File: src/rycc_pkg.sv
`default_nettype none
// ----------------------------------------------------------------------------
// rycc_pkg
// Shared widths, types and fixed-point coefficients of the JFIF color
// converter.
// ----------------------------------------------------------------------------
package rycc_pkg;

   // Pixel component width and number of components per pixel.
   localparam int PIX_W = 8;
   localparam int NUM_CH = 3;

   // Fraction bits of the fixed-point coefficients (legal range 10 to 24).
   localparam int COEF_FRAC_BITS = 16;

   // A coefficient holds a sign, two integer bits and the fraction.
   localparam int COEF_W = COEF_FRAC_BITS + 3;
   // Operands are the pixel components or a chroma minus 128, all signed.
   localparam int OPND_W = PIX_W + 1;
   localparam int PROD_W = OPND_W + COEF_W;
   // Three products and one offset need two more bits of headroom.
   localparam int ACC_W = PROD_W + 2;

   typedef logic [PIX_W-1:0] pixel_type;
   typedef logic signed [COEF_W-1:0] coef_type;
   typedef logic signed [OPND_W-1:0] opnd_type;
   typedef logic signed [PROD_W-1:0] prod_type;
   typedef logic signed [ACC_W-1:0] acc_type;

   // Direction codes of the configuration register.
   localparam logic DIR_RGB_TO_YCC = 1'b0;
   localparam logic DIR_YCC_TO_RGB = 1'b1;

   // Coefficients: the decimal ratio times 2^COEF_FRAC_BITS, rounded half up.
   localparam longint K_Y_R  = ((longint'(299) << COEF_FRAC_BITS) + 500) / 1000;
   localparam longint K_Y_G  = ((longint'(587) << COEF_FRAC_BITS) + 500) / 1000;
   localparam longint K_Y_B  = ((longint'(114) << COEF_FRAC_BITS) + 500) / 1000;
   localparam longint K_HALF = ((longint'(1) << COEF_FRAC_BITS) + 1) / 2;
   localparam longint K_CR_G = ((longint'(4187) << COEF_FRAC_BITS) + 5000) / 10000;
   localparam longint K_CR_B = ((longint'(813) << COEF_FRAC_BITS) + 5000) / 10000;
   localparam longint K_CB_R = ((longint'(1687) << COEF_FRAC_BITS) + 5000) / 10000;
   localparam longint K_CB_G = ((longint'(3313) << COEF_FRAC_BITS) + 5000) / 10000;
   localparam longint K_R_CR = ((longint'(1402) << COEF_FRAC_BITS) + 500) / 1000;
   localparam longint K_G_CR = ((longint'(71414) << COEF_FRAC_BITS) + 50000) / 100000;
   localparam longint K_G_CB = ((longint'(34414) << COEF_FRAC_BITS) + 50000) / 100000;
   localparam longint K_B_CB = ((longint'(1772) << COEF_FRAC_BITS) + 500) / 1000;
   localparam longint K_ONE  = longint'(1) << COEF_FRAC_BITS;

   // Forward matrix: rows give Y, Cr, Cb from R, G, B.
   localparam coef_type FWD_COEF [NUM_CH][NUM_CH] = '{
      '{COEF_W'(K_Y_R),   COEF_W'(K_Y_G),   COEF_W'(K_Y_B)},
      '{COEF_W'(K_HALF),  COEF_W'(-K_CR_G), COEF_W'(-K_CR_B)},
      '{COEF_W'(-K_CB_R), COEF_W'(-K_CB_G), COEF_W'(K_HALF)}
   };

   // Inverse matrix: rows give R, G, B from Y, Cr-128, Cb-128.
   localparam coef_type INV_COEF [NUM_CH][NUM_CH] = '{
      '{COEF_W'(K_ONE), COEF_W'(K_R_CR),  COEF_W'(0)},
      '{COEF_W'(K_ONE), COEF_W'(-K_G_CR), COEF_W'(-K_G_CB)},
      '{COEF_W'(K_ONE), COEF_W'(0),       COEF_W'(K_B_CB)}
   };

   // Chroma midpoint, as an operand and as an accumulator offset.
   localparam opnd_type CHROMA_MID = OPND_W'(128);
   localparam acc_type CHROMA_OFFS = ACC_W'(longint'(128) << COEF_FRAC_BITS);

endpackage

`default_nettype wire

File: src/rycc_req_if.sv
`default_nettype none
// ----------------------------------------------------------------------------
// rycc_req_if
// Pixel input channel: valid/ready handshake and three 8-bit components.
// ----------------------------------------------------------------------------
interface rycc_req_if
   import rycc_pkg::*;
   ();

   logic      valid;
   logic      ready;
   pixel_type first_channel;
   pixel_type second_channel;
   pixel_type third_channel;

   modport source (
      output valid,
      output first_channel,
      output second_channel,
      output third_channel,
      input  ready
   );

   modport sink (
      input  valid,
      input  first_channel,
      input  second_channel,
      input  third_channel,
      output ready
   );

endinterface

`default_nettype wire

File: src/rycc_rsp_if.sv
`default_nettype none
// ----------------------------------------------------------------------------
// rycc_rsp_if
// Pixel result channel: valid/ready handshake and three 8-bit components.
// ----------------------------------------------------------------------------
interface rycc_rsp_if
   import rycc_pkg::*;
   ();

   logic      valid;
   logic      ready;
   pixel_type out_first;
   pixel_type out_second;
   pixel_type out_third;

   modport source (
      output valid,
      output out_first,
      output out_second,
      output out_third,
      input  ready
   );

   modport sink (
      input  valid,
      input  out_first,
      input  out_second,
      input  out_third,
      output ready
   );

endinterface

`default_nettype wire

File: src/rgb_ycbcr_color_convert.sv
`default_nettype none
// ----------------------------------------------------------------------------
// rgb_ycbcr_color_convert
// Full-range JFIF color conversion between RGB and YCrCb, one pixel a beat.
// ----------------------------------------------------------------------------
// The block takes one pixel beat per clock unless the pipeline is stalled and
// returns one result beat per pixel, in order. The four register
// stages are operand setup, the nine coefficient multipliers, the three
// row sums, and the floor/clamp output register; each stage holds its beat
// when the next one is full, so a stalled output fills the pipeline up to
// four beats before req_chan.ready drops. The direction is sampled with each
// beat and csr_wr_en should only be used while no beat is in flight.
module rgb_ycbcr_color_convert
   import rycc_pkg::*;
(
   input  wire logic   clock,
   input  wire logic   reset,
   input  wire logic   csr_wr_en,
   input  wire logic   csr_wr_data,
   rycc_req_if.sink    req_chan,
   rycc_rsp_if.source  rsp_chan
);

   // Floor a fixed-point sum to an integer and clamp it to 0..255.
   function automatic pixel_type floor_clamp(input acc_type acc);
      pixel_type res;
      if (acc[ACC_W-1]) begin
         res = '0;
      end else if (|acc[ACC_W-2:COEF_FRAC_BITS+PIX_W]) begin
         res = '1;
      end else begin
         res = acc[COEF_FRAC_BITS+PIX_W-1:COEF_FRAC_BITS];
      end
      return res;
   endfunction

   logic direction_ff;

   logic     s1_valid_ff, s2_valid_ff, s3_valid_ff, s4_valid_ff;
   logic     s1_dir_ff, s2_dir_ff, s3_dir_ff;
   opnd_type s1_opnd_ff [NUM_CH];
   opnd_type s1_opnd_in [NUM_CH];
   prod_type s2_prod_ff [NUM_CH][NUM_CH];
   prod_type s2_prod_in [NUM_CH][NUM_CH];
   acc_type  s3_acc_ff  [NUM_CH];
   acc_type  s3_acc_in  [NUM_CH];
   pixel_type s4_pix_ff [NUM_CH];
   pixel_type s4_pix_in [NUM_CH];

   logic s1_en, s2_en, s3_en, s4_en;

   // Each stage loads when it is empty or its content moves on.
   assign s4_en = !s4_valid_ff || rsp_chan.ready;
   assign s3_en = !s3_valid_ff || s4_en;
   assign s2_en = !s2_valid_ff || s3_en;
   assign s1_en = !s1_valid_ff || s2_en;
   assign req_chan.ready = s1_en;

   // Direction register.
   always_ff @(posedge clock) begin
      if (reset) begin
         direction_ff <= DIR_RGB_TO_YCC;
      end else if (csr_wr_en) begin
         direction_ff <= csr_wr_data;
      end
   end

   // Operand setup: inverse mode centers the two chroma components.
   always_comb begin
      s1_opnd_in[0] = opnd_type'({1'b0, req_chan.first_channel});
      s1_opnd_in[1] = opnd_type'({1'b0, req_chan.second_channel});
      s1_opnd_in[2] = opnd_type'({1'b0, req_chan.third_channel});
      if (direction_ff == DIR_YCC_TO_RGB) begin
         s1_opnd_in[1] = opnd_type'({1'b0, req_chan.second_channel}) - CHROMA_MID;
         s1_opnd_in[2] = opnd_type'({1'b0, req_chan.third_channel}) - CHROMA_MID;
      end
   end

   // Nine products of operand and matrix coefficient.
   always_comb begin
      for (int r = 0; r < NUM_CH; r++) begin
         for (int c = 0; c < NUM_CH; c++) begin
            if (s1_dir_ff == DIR_YCC_TO_RGB) begin
               s2_prod_in[r][c] = PROD_W'(s1_opnd_ff[c]) * PROD_W'(INV_COEF[r][c]);
            end else begin
               s2_prod_in[r][c] = PROD_W'(s1_opnd_ff[c]) * PROD_W'(FWD_COEF[r][c]);
            end
         end
      end
   end

   // Row sums; forward chroma rows add the 128 offset.
   always_comb begin
      for (int r = 0; r < NUM_CH; r++) begin
         s3_acc_in[r] = ACC_W'(s2_prod_ff[r][0]) + ACC_W'(s2_prod_ff[r][1])
                      + ACC_W'(s2_prod_ff[r][2]);
         if (s2_dir_ff == DIR_RGB_TO_YCC && r != 0) begin
            s3_acc_in[r] = s3_acc_in[r] + CHROMA_OFFS;
         end
      end
   end

   // Floor and clamp into the output register.
   always_comb begin
      for (int r = 0; r < NUM_CH; r++) begin
         s4_pix_in[r] = floor_clamp(s3_acc_ff[r]);
      end
   end

   // Pipeline valid bits.
   always_ff @(posedge clock) begin
      if (reset) begin
         s1_valid_ff <= 1'b0;
         s2_valid_ff <= 1'b0;
         s3_valid_ff <= 1'b0;
         s4_valid_ff <= 1'b0;
      end else begin
         if (s1_en) begin
            s1_valid_ff <= req_chan.valid;
         end
         if (s2_en) begin
            s2_valid_ff <= s1_valid_ff;
         end
         if (s3_en) begin
            s3_valid_ff <= s2_valid_ff;
         end
         if (s4_en) begin
            s4_valid_ff <= s3_valid_ff;
         end
      end
   end

   // Pipeline payload registers.
   always_ff @(posedge clock) begin
      if (s1_en) begin
         s1_dir_ff  <= direction_ff;
         s1_opnd_ff <= s1_opnd_in;
      end
      if (s2_en) begin
         s2_dir_ff  <= s1_dir_ff;
         s2_prod_ff <= s2_prod_in;
      end
      if (s3_en) begin
         s3_dir_ff <= s2_dir_ff;
         s3_acc_ff <= s3_acc_in;
      end
      if (s4_en) begin
         s4_pix_ff <= s4_pix_in;
      end
   end

   assign rsp_chan.valid      = s4_valid_ff;
   assign rsp_chan.out_first  = s4_pix_ff[0];
   assign rsp_chan.out_second = s4_pix_ff[1];
   assign rsp_chan.out_third  = s4_pix_ff[2];

   // A forward-mode sum is never negative: luma and offset chroma stay >= 0.
   assert property (@(posedge clock) disable iff (reset)
      s3_valid_ff && s3_dir_ff == DIR_RGB_TO_YCC |->
         !s3_acc_ff[0][ACC_W-1] && !s3_acc_ff[1][ACC_W-1] && !s3_acc_ff[2][ACC_W-1])
      else $error("forward-mode row sum went negative");

   // A stalled product stage keeps its beat.
   assert property (@(posedge clock) disable iff (reset)
      s2_valid_ff && !s3_en |=> s2_valid_ff && $stable(s2_dir_ff))
      else $error("product stage lost a stalled beat");

   // A full sum stage that advances always lands in the output register.
   assert property (@(posedge clock) disable iff (reset)
      s3_valid_ff && s4_en |=> s4_valid_ff)
      else $error("beat dropped between sum stage and output");

   // Nothing is offered on the result channel right after reset.
   assert property (@(posedge clock)
      $past(reset) |-> !rsp_chan.valid)
      else $error("result beat offered after reset");

endmodule

`default_nettype wire

File: src/flat_wrapper.sv
// flat-port wrapper written by rule: the top's interface ports become plain ports
module rgb_ycbcr_color_convert_flat import rycc_pkg::*;
  (clock, reset, csr_wr_en, csr_wr_data, req_chan_valid, req_chan_first_channel, req_chan_second_channel, req_chan_third_channel, req_chan_ready, rsp_chan_valid, rsp_chan_out_first, rsp_chan_out_second, rsp_chan_out_third, rsp_chan_ready);
  rycc_req_if req_chan_i ();
  rycc_rsp_if rsp_chan_i ();
  input  wire logic clock;
  input  wire logic reset;
  input  wire logic csr_wr_en;
  input  wire logic csr_wr_data;
  input wire logic [$bits(req_chan_i.valid)-1:0] req_chan_valid;
  input wire logic [$bits(req_chan_i.first_channel)-1:0] req_chan_first_channel;
  input wire logic [$bits(req_chan_i.second_channel)-1:0] req_chan_second_channel;
  input wire logic [$bits(req_chan_i.third_channel)-1:0] req_chan_third_channel;
  output wire logic [$bits(req_chan_i.ready)-1:0] req_chan_ready;
  output wire logic [$bits(rsp_chan_i.valid)-1:0] rsp_chan_valid;
  output wire logic [$bits(rsp_chan_i.out_first)-1:0] rsp_chan_out_first;
  output wire logic [$bits(rsp_chan_i.out_second)-1:0] rsp_chan_out_second;
  output wire logic [$bits(rsp_chan_i.out_third)-1:0] rsp_chan_out_third;
  input wire logic [$bits(rsp_chan_i.ready)-1:0] rsp_chan_ready;
  assign req_chan_i.valid = req_chan_valid;
  assign req_chan_i.first_channel = req_chan_first_channel;
  assign req_chan_i.second_channel = req_chan_second_channel;
  assign req_chan_i.third_channel = req_chan_third_channel;
  assign req_chan_ready = req_chan_i.ready;
  assign rsp_chan_valid = rsp_chan_i.valid;
  assign rsp_chan_out_first = rsp_chan_i.out_first;
  assign rsp_chan_out_second = rsp_chan_i.out_second;
  assign rsp_chan_out_third = rsp_chan_i.out_third;
  assign rsp_chan_i.ready = rsp_chan_ready;
  rgb_ycbcr_color_convert u_core (.clock(clock), .reset(reset), .csr_wr_en(csr_wr_en), .csr_wr_data(csr_wr_data), .req_chan(req_chan_i), .rsp_chan(rsp_chan_i));
endmodule
File: config.mk
export PLATFORM = sky130hd
export DESIGN_NAME = rgb_ycbcr_color_convert_flat
export DESIGN_NICKNAME = d
export VERILOG_FILES = /design/src/rycc_pkg.sv /design/src/rycc_req_if.sv /design/src/rycc_rsp_if.sv /design/src/rgb_ycbcr_color_convert.sv /design/src/flat_wrapper.sv
export SDC_FILE = /design/constraint.sdc
export NUM_CORES = 2
export LEC_CHECK = 0
export BUFFER_PORTS_ARGS = -buffer_cell sky130_fd_sc_hd__buf_2
export CAP_MARGIN = 20
export CORE_UTILIZATION = 55
export DETAILED_ROUTE_END_ITERATION = 12
export HOLD_SLACK_MARGIN = 0.02
export PLACE_DENSITY = 0.78
export SLEW_MARGIN = 5
export SYNTH_ARGS = -nofsm -noshare
export SYNTH_HDL_FRONTEND = slang
export SYNTH_SLANG_ARGS = --single-unit
export TNS_END_PERCENT = 100
File: constraint.sdc
create_clock -name clock -period 6.9 [get_ports clock]
set_clock_uncertainty 0.2 [all_clocks]
set_input_delay 1.035 -clock clock [delete_from_list [all_inputs] [get_ports clock]]
set_output_delay 1.035 -clock clock [all_outputs]
set_load 0.03 [all_outputs]
After elaboration in Yosys (flattened, before gate mapping). Index checks and enable logic that the tools add are counted.

Flip-flop bits (word level): 380. Output and inout bits: 26. Word-level logic and storage cells: 82. Bits of input ports: 30.

Reductions and logical operators: 11. Add/sub/neg operators: 10. Multipliers: 11. Multiplexer cells: 13.

Operator list (count): 28-bit two-way mux (4); 30-bit by 25-bit adder with 30-bit output, second input constant (2); 30-bit two-way mux (2); 25-bit by 28-bit adder with 29-bit output (2); 9-bit by 16-bit multiplier with 25-bit output, second input constant (2); 24-bit two-way mux (2); 9-bit by 12-bit multiplier with 21-bit output, second input constant (2); 29-bit by 23-bit adder with 30-bit output (1); 29-bit by 28-bit adder with 30-bit output (1); 26-bit by 28-bit adder with 29-bit output (1); 9-bit by 18-bit multiplier with 27-bit output, second input constant (1); 25-bit by 25-bit adder with 26-bit output (1); 9-bit by 17-bit multiplier with 26-bit output, second input constant (1); 9-bit by 15-bit multiplier with 24-bit output, second input constant (1); 8-bit two-way mux (3); 8-bit by 15-bit multiplier with 23-bit output, second input constant (1); 9-bit by 14-bit multiplier with 23-bit output, second input constant (1); 23-bit two-way mux (1); 9-bit by 11-bit multiplier with 20-bit output, second input constant (1); 9-bit by 10-bit multiplier with 19-bit output, second input constant (1); 8-bit by 8-bit subtractor with 9-bit output, second input constant (2); 17-bit two-way mux (1); 5-bit OR reduction (3); 1-bit zero test (4); 1-bit logical OR (4).

Logic depth before layout (Yosys ltp).
Depth after elaboration: 5. Mapped depth: 23. Gate-level depth less buffers: 23.

Worst setup path before layout. No wires, ideal clock.

Path kind: register to register. Start point: register u_core.s1_opnd_ff[9] (netlist name). End point: register u_core.s2_prod_ff[222] (netlist name) (data pin). Setup time: 260 ps. Cell stages (with the launch flop): 20. Slack: 1028 ps. Clock period less this slack: 5872 ps. Buffers on the path: 0. Data required time: 6440 ps. Data arrival time: 5412 ps. Cell sequence: edfxtp_1 > fa_1 > ha_1 > inv_1 > fa_1 > fa_1 > inv_1 > ha_1 > fa_1 > a21o_1 > a21oi_2 > o21bai_1 > a21o_1 > a221oi_2 > o31ai_1 > a211oi_2 > o21bai_1 > a21oi_1 > xnor2_1 > mux2_2.

RTL lines: start, declared (line rgb_ycbcr_color_convert.sv:41) `opnd_type s1_opnd_ff [NUM_CH];`; start signal, assigned (line rgb_ycbcr_color_convert.sv:137) `s1_opnd_ff <= s1_opnd_in;`; end signal, assigned (line rgb_ycbcr_color_convert.sv:141) `s2_prod_ff <= s2_prod_in;`; end, declared (line rgb_ycbcr_color_convert.sv:43) `prod_type s2_prod_ff [NUM_CH][NUM_CH];`.

==> flow_metrics.env <==
export IMPL_synth_top_area_share=0.2485
export IMPL_coreArea_um2=64700
export IMPL_yosys_top_cells_area="ha_1 25%, edfxtp_1 24%, fa_1 22%, inv_1 6.4%, xnor2_1 3.2%"
export IMPL_synthAdderAreaFrac=0.4684
export IMPL_maxCapViolCount=0
export IMPL_antenna_found_initial=6
export IMPL_worst_slew_pin_slew_ns=1.051
export IMPL_syn_nets=4498
export IMPL_hold_ws_ns=0.2799
export IMPL_rows=93
export IMPL_cts_htree_levels=2
export IMPL_dr_pass1_iters=5
export IMPL_insertion_delay_ns=0.56
export IMPL_yosysSeqAreaShare=0.2412
export IMPL_ctsHoldBuffers=0
export IMPL_ys_async_sr_fraction=0
export IMPL_crit_start="u_core.s1_opnd_ff[13]$_DFFE_PP_"
export IMPL_syn2layout_area_growth_pct=7.453
export IMPL_root_buffer="clkbuf_16"
export IMPL_cpPeakStageDelay_ns=0.72
export IMPL_cp_top_family="adder cells"
export IMPL_synth_compound_area_frac=0.09457
export IMPL_io_pins=56
export IMPL_avgSynthCellArea_um2=10.78
export IMPL_grt_ovfl_total=0
export IMPL_wl_per_cell_um=20.75
export IMPL_yosysUniqueCellTypes=81
export IMPL_postRouteAntennaNets=0
export IMPL_startpoint_type="flop"
export IMPL_cts_path_max_buffers=3
export IMPL_synthCells=3354
export IMPL_top_usage_layer="met2"
export IMPL_synth_ff_type="edfxtp_1"
export IMPL_use_met3=0.06954
export IMPL_setup_viol_count_final=0
export IMPL_die_y_um=258.4
export IMPL_crit_top_cell="fa_1"
export IMPL_cts_sinks=292
export IMPL_r2r_start="u_core.s1_opnd_ff[13]$_DFFE_PP_"
export IMPL_path_clk_slew_ns=0.07
export IMPL_synth_xor_area_frac=0.05296
export IMPL_status="completed"
export IMPL_critPathRequiredTime_ns=7.01
export IMPL_cts_tree="built"
export IMPL_synth_enable_flop_cells=287
export IMPL_path_buf_inv=3
export IMPL_cp_max_fo=11
export IMPL_drcViolationCount=0
export IMPL_cts_made_buffers=36
export IMPL_layout_drive_gt1_share=0.06281
export IMPL_grtUsageMet1=0.3731
export IMPL_crit_chain="inv_1 > fa_1 > fa_1 > fa_1 > inv_1 > fa_1 > ha_1 > ha_1 > inv_1 > o21bai_1 > a21o_1 > a221oi_2 > o31ai_1 > a211oi_2 > o21bai_1 > a21oi_1 > xnor2_1 > mux2_2"
export IMPL_finalMaxSlewViolations=0
export IMPL_post_route_period_util=0.9237
export IMPL_fmax_mhz=156.9
export IMPL_hold_path_class="reg2reg"
export IMPL_drtIter0Drc=1814
export IMPL_cts_setup_buffers=0
export IMPL_place_port_buffers=55
export IMPL_grt_use_total=0.2777
export IMPL_rsz0062_at_grt="false"
export IMPL_critPathKind="reg2reg"
export IMPL_min_from="u_core.s2_valid_ff$_SDFFE_PP0P_"
export IMPL_viasPerCell=5.616
export IMPL_worstPathArrival_ns=6.48
export IMPL_endpoint_kind="flop"
export IMPL_antennaDiodeCount=0
export IMPL_ys_warn_count=0
export IMPL_slew_headroom=0.2992
export IMPL_slowest_stage="edfxtp_1"
export IMPL_synth_simple_area_share=0.06833
export IMPL_dp_hpwl_mm=74.77
export IMPL_die_area_um2=66750
export IMPL_yosysTopAreaCell="ha_1"
export IMPL_grt_use_met2=0.4291
export IMPL_nets=4588
export IMPL_grt_pass1_wl_mm=139.5
export IMPL_wirelength_mm=89.77
export IMPL_synth_top_family_by_area="adder cells"
export IMPL_dr_total_vias=24300
export IMPL_grt_max_degree=150
export IMPL_grt_pass1_vias=24790
export IMPL_gp_congestion=1.032
export IMPL_finalHoldViolCount=0
export IMPL_start_util=0.5587
export IMPL_synth_seq_cells=292
export IMPL_cts_resized_gates=0
export IMPL_tns_ns=0
export IMPL_period_needed_ns=6.373
export IMPL_syn_area_um2=36140
export IMPL_die_w_um=258.4
export IMPL_synthMuxAreaShare=0.007166
registers in the layout, indices dropped and copies added, names as in the netlist, 8 cells and up:
register,flops
u_core.rsp_chan.out_first,8
u_core.rsp_chan.out_second,8
u_core.s3_acc_ff,42
u_core.rsp_chan.out_third,8
u_core.s2_prod_ff,193
u_core.s1_opnd_ff,26
worst reg2reg max path: stages, from the launching register on:
cell,delay [ns]
edfxtp_1,0.72
inv_1,0.30
fa_1,0.72
fa_1,0.53
fa_1,0.57
inv_1,0.07
fa_1,0.48
ha_1,0.31
ha_1,0.31
inv_1,0.09
o21bai_1,0.08
a21o_1,0.23
a221oi_2,0.35
o31ai_1,0.21
a211oi_2,0.29
o21bai_1,0.11
a21oi_1,0.18
xnor2_1,0.09
mux2_2,0.27
synthesized netlist by cell type (5+ instances only):
master	count
a211o_1	5
a211oi_1	9
a21o_1	65
a21oi_1	165
a21oi_2	5
a31oi_1	14
and2_1	15
and3_1	9
buf_1	7
clkbuf_1	24
dfxtp_1	5
edfxtp_1	287
fa_1	396
ha_1	718
inv_1	615
mux2_2	15
mux2i_1	9
nand2_1	98
nand2b_1	23
nand3_1	28
nand4_1	9
nor2_1	228
nor2b_1	37
nor3_1	40
o211ai_1	9
o21a_1	22
o21ai_0	109
o21ai_1	15
o21bai_1	36
o31ai_1	8
o41ai_1	7
or2_2	17
or3_1	15
xnor2_1	132
xor2_1	81
placed cells by master (no fill, tap or decap), types with 9 or more instances in the layout:
master / synthesis / final
a211oi_1: 9 / 9
nand2b_1: 23 / 23
mux2i_1: 9 / 9
fa_1: 396 / 396
ha_1: 718 / 718
a21oi_1: 165 / 165
and2_1: 15 / 15
buf_2: 1 / 55
clkbuf_16: 0 / 37
nand4_1: 9 / 9
o21bai_1: 36 / 36
o211ai_1: 9 / 9
and3_1: 9 / 9
nor3_1: 40 / 40
mux2_2: 15 / 15
nor2b_1: 37 / 37
xor2_1: 81 / 81
buf_4: 0 / 28
o21ai_1: 15 / 15
a21o_1: 65 / 65
edfxtp_1: 287 / 287
nand3_1: 28 / 28
nand2_1: 98 / 96
a31oi_1: 14 / 14
o21ai_0: 109 / 109
nor2_1: 228 / 228
o21a_1: 22 / 22
or3_1: 15 / 15
xnor2_1: 132 / 132
inv_1: 615 / 614
or2_2: 17 / 17
final timing paths:
check / end / slack (ns) / cells after the start
worst max-delay path: u_core.s2_prod_ff[222]$_DFFE_PP_ / 0.53 / 18
worst min-delay path: u_core.s3_valid_ff$_SDFFE_PP0P_ / 0.28 / 2
worst max register to register: u_core.s2_prod_ff[222]$_DFFE_PP_ / 0.53 / 18
worst min register to register: u_core.s3_valid_ff$_SDFFE_PP0P_ / 0.28 / 2
layer usage:
metal	up-vias	routed length [um]	share of wire
li1	11520	-	-
met3	173	8335	0.093
met4	4	4257	0.047
met1	11700	37860	0.42
met5	-	51	0.00057
met2	906	39270	0.44
final cells by class:
cell class | count | area, um2
clock buffer | 39 | 933.4
timing repair buffer | 84 | 505.5
sequential | 292 | 8718
multi-input combinational | 2414 | 25000
inverter | 616 | 2320
fill | 5219 | 25860
clock inverter | 26 | 294.0
tap | 855 | 1070
through the flow:
step,utilization,std cells,worst slack [ns],area (um2)
3_5_place_dp,0.5813,4261,0.6706,37610
2_1_floorplan,-,3354,1.028,36140
4_1_cts,0.6003,4326,0.6164,38840
5_1_grt,0.6003,4326,0.1265,38840
3_3_place_gp,0.5813,4261,0.7684,37610
6_report,0.6003,4326,0.5265,38840
logic make-up after synthesis:
group,Yosys count
adder cells (fa/ha/maj),1116
buffers and inverters,648
multiplexers,24
XOR/XNOR,216
AO/OA/AOI/OAI,523
flip-flops,292
AND/OR/NAND/NOR,535
Power is left out: the tool's default activity adds up to more than one toggle a clock period on the data nets, which glitch-free logic cannot reach.
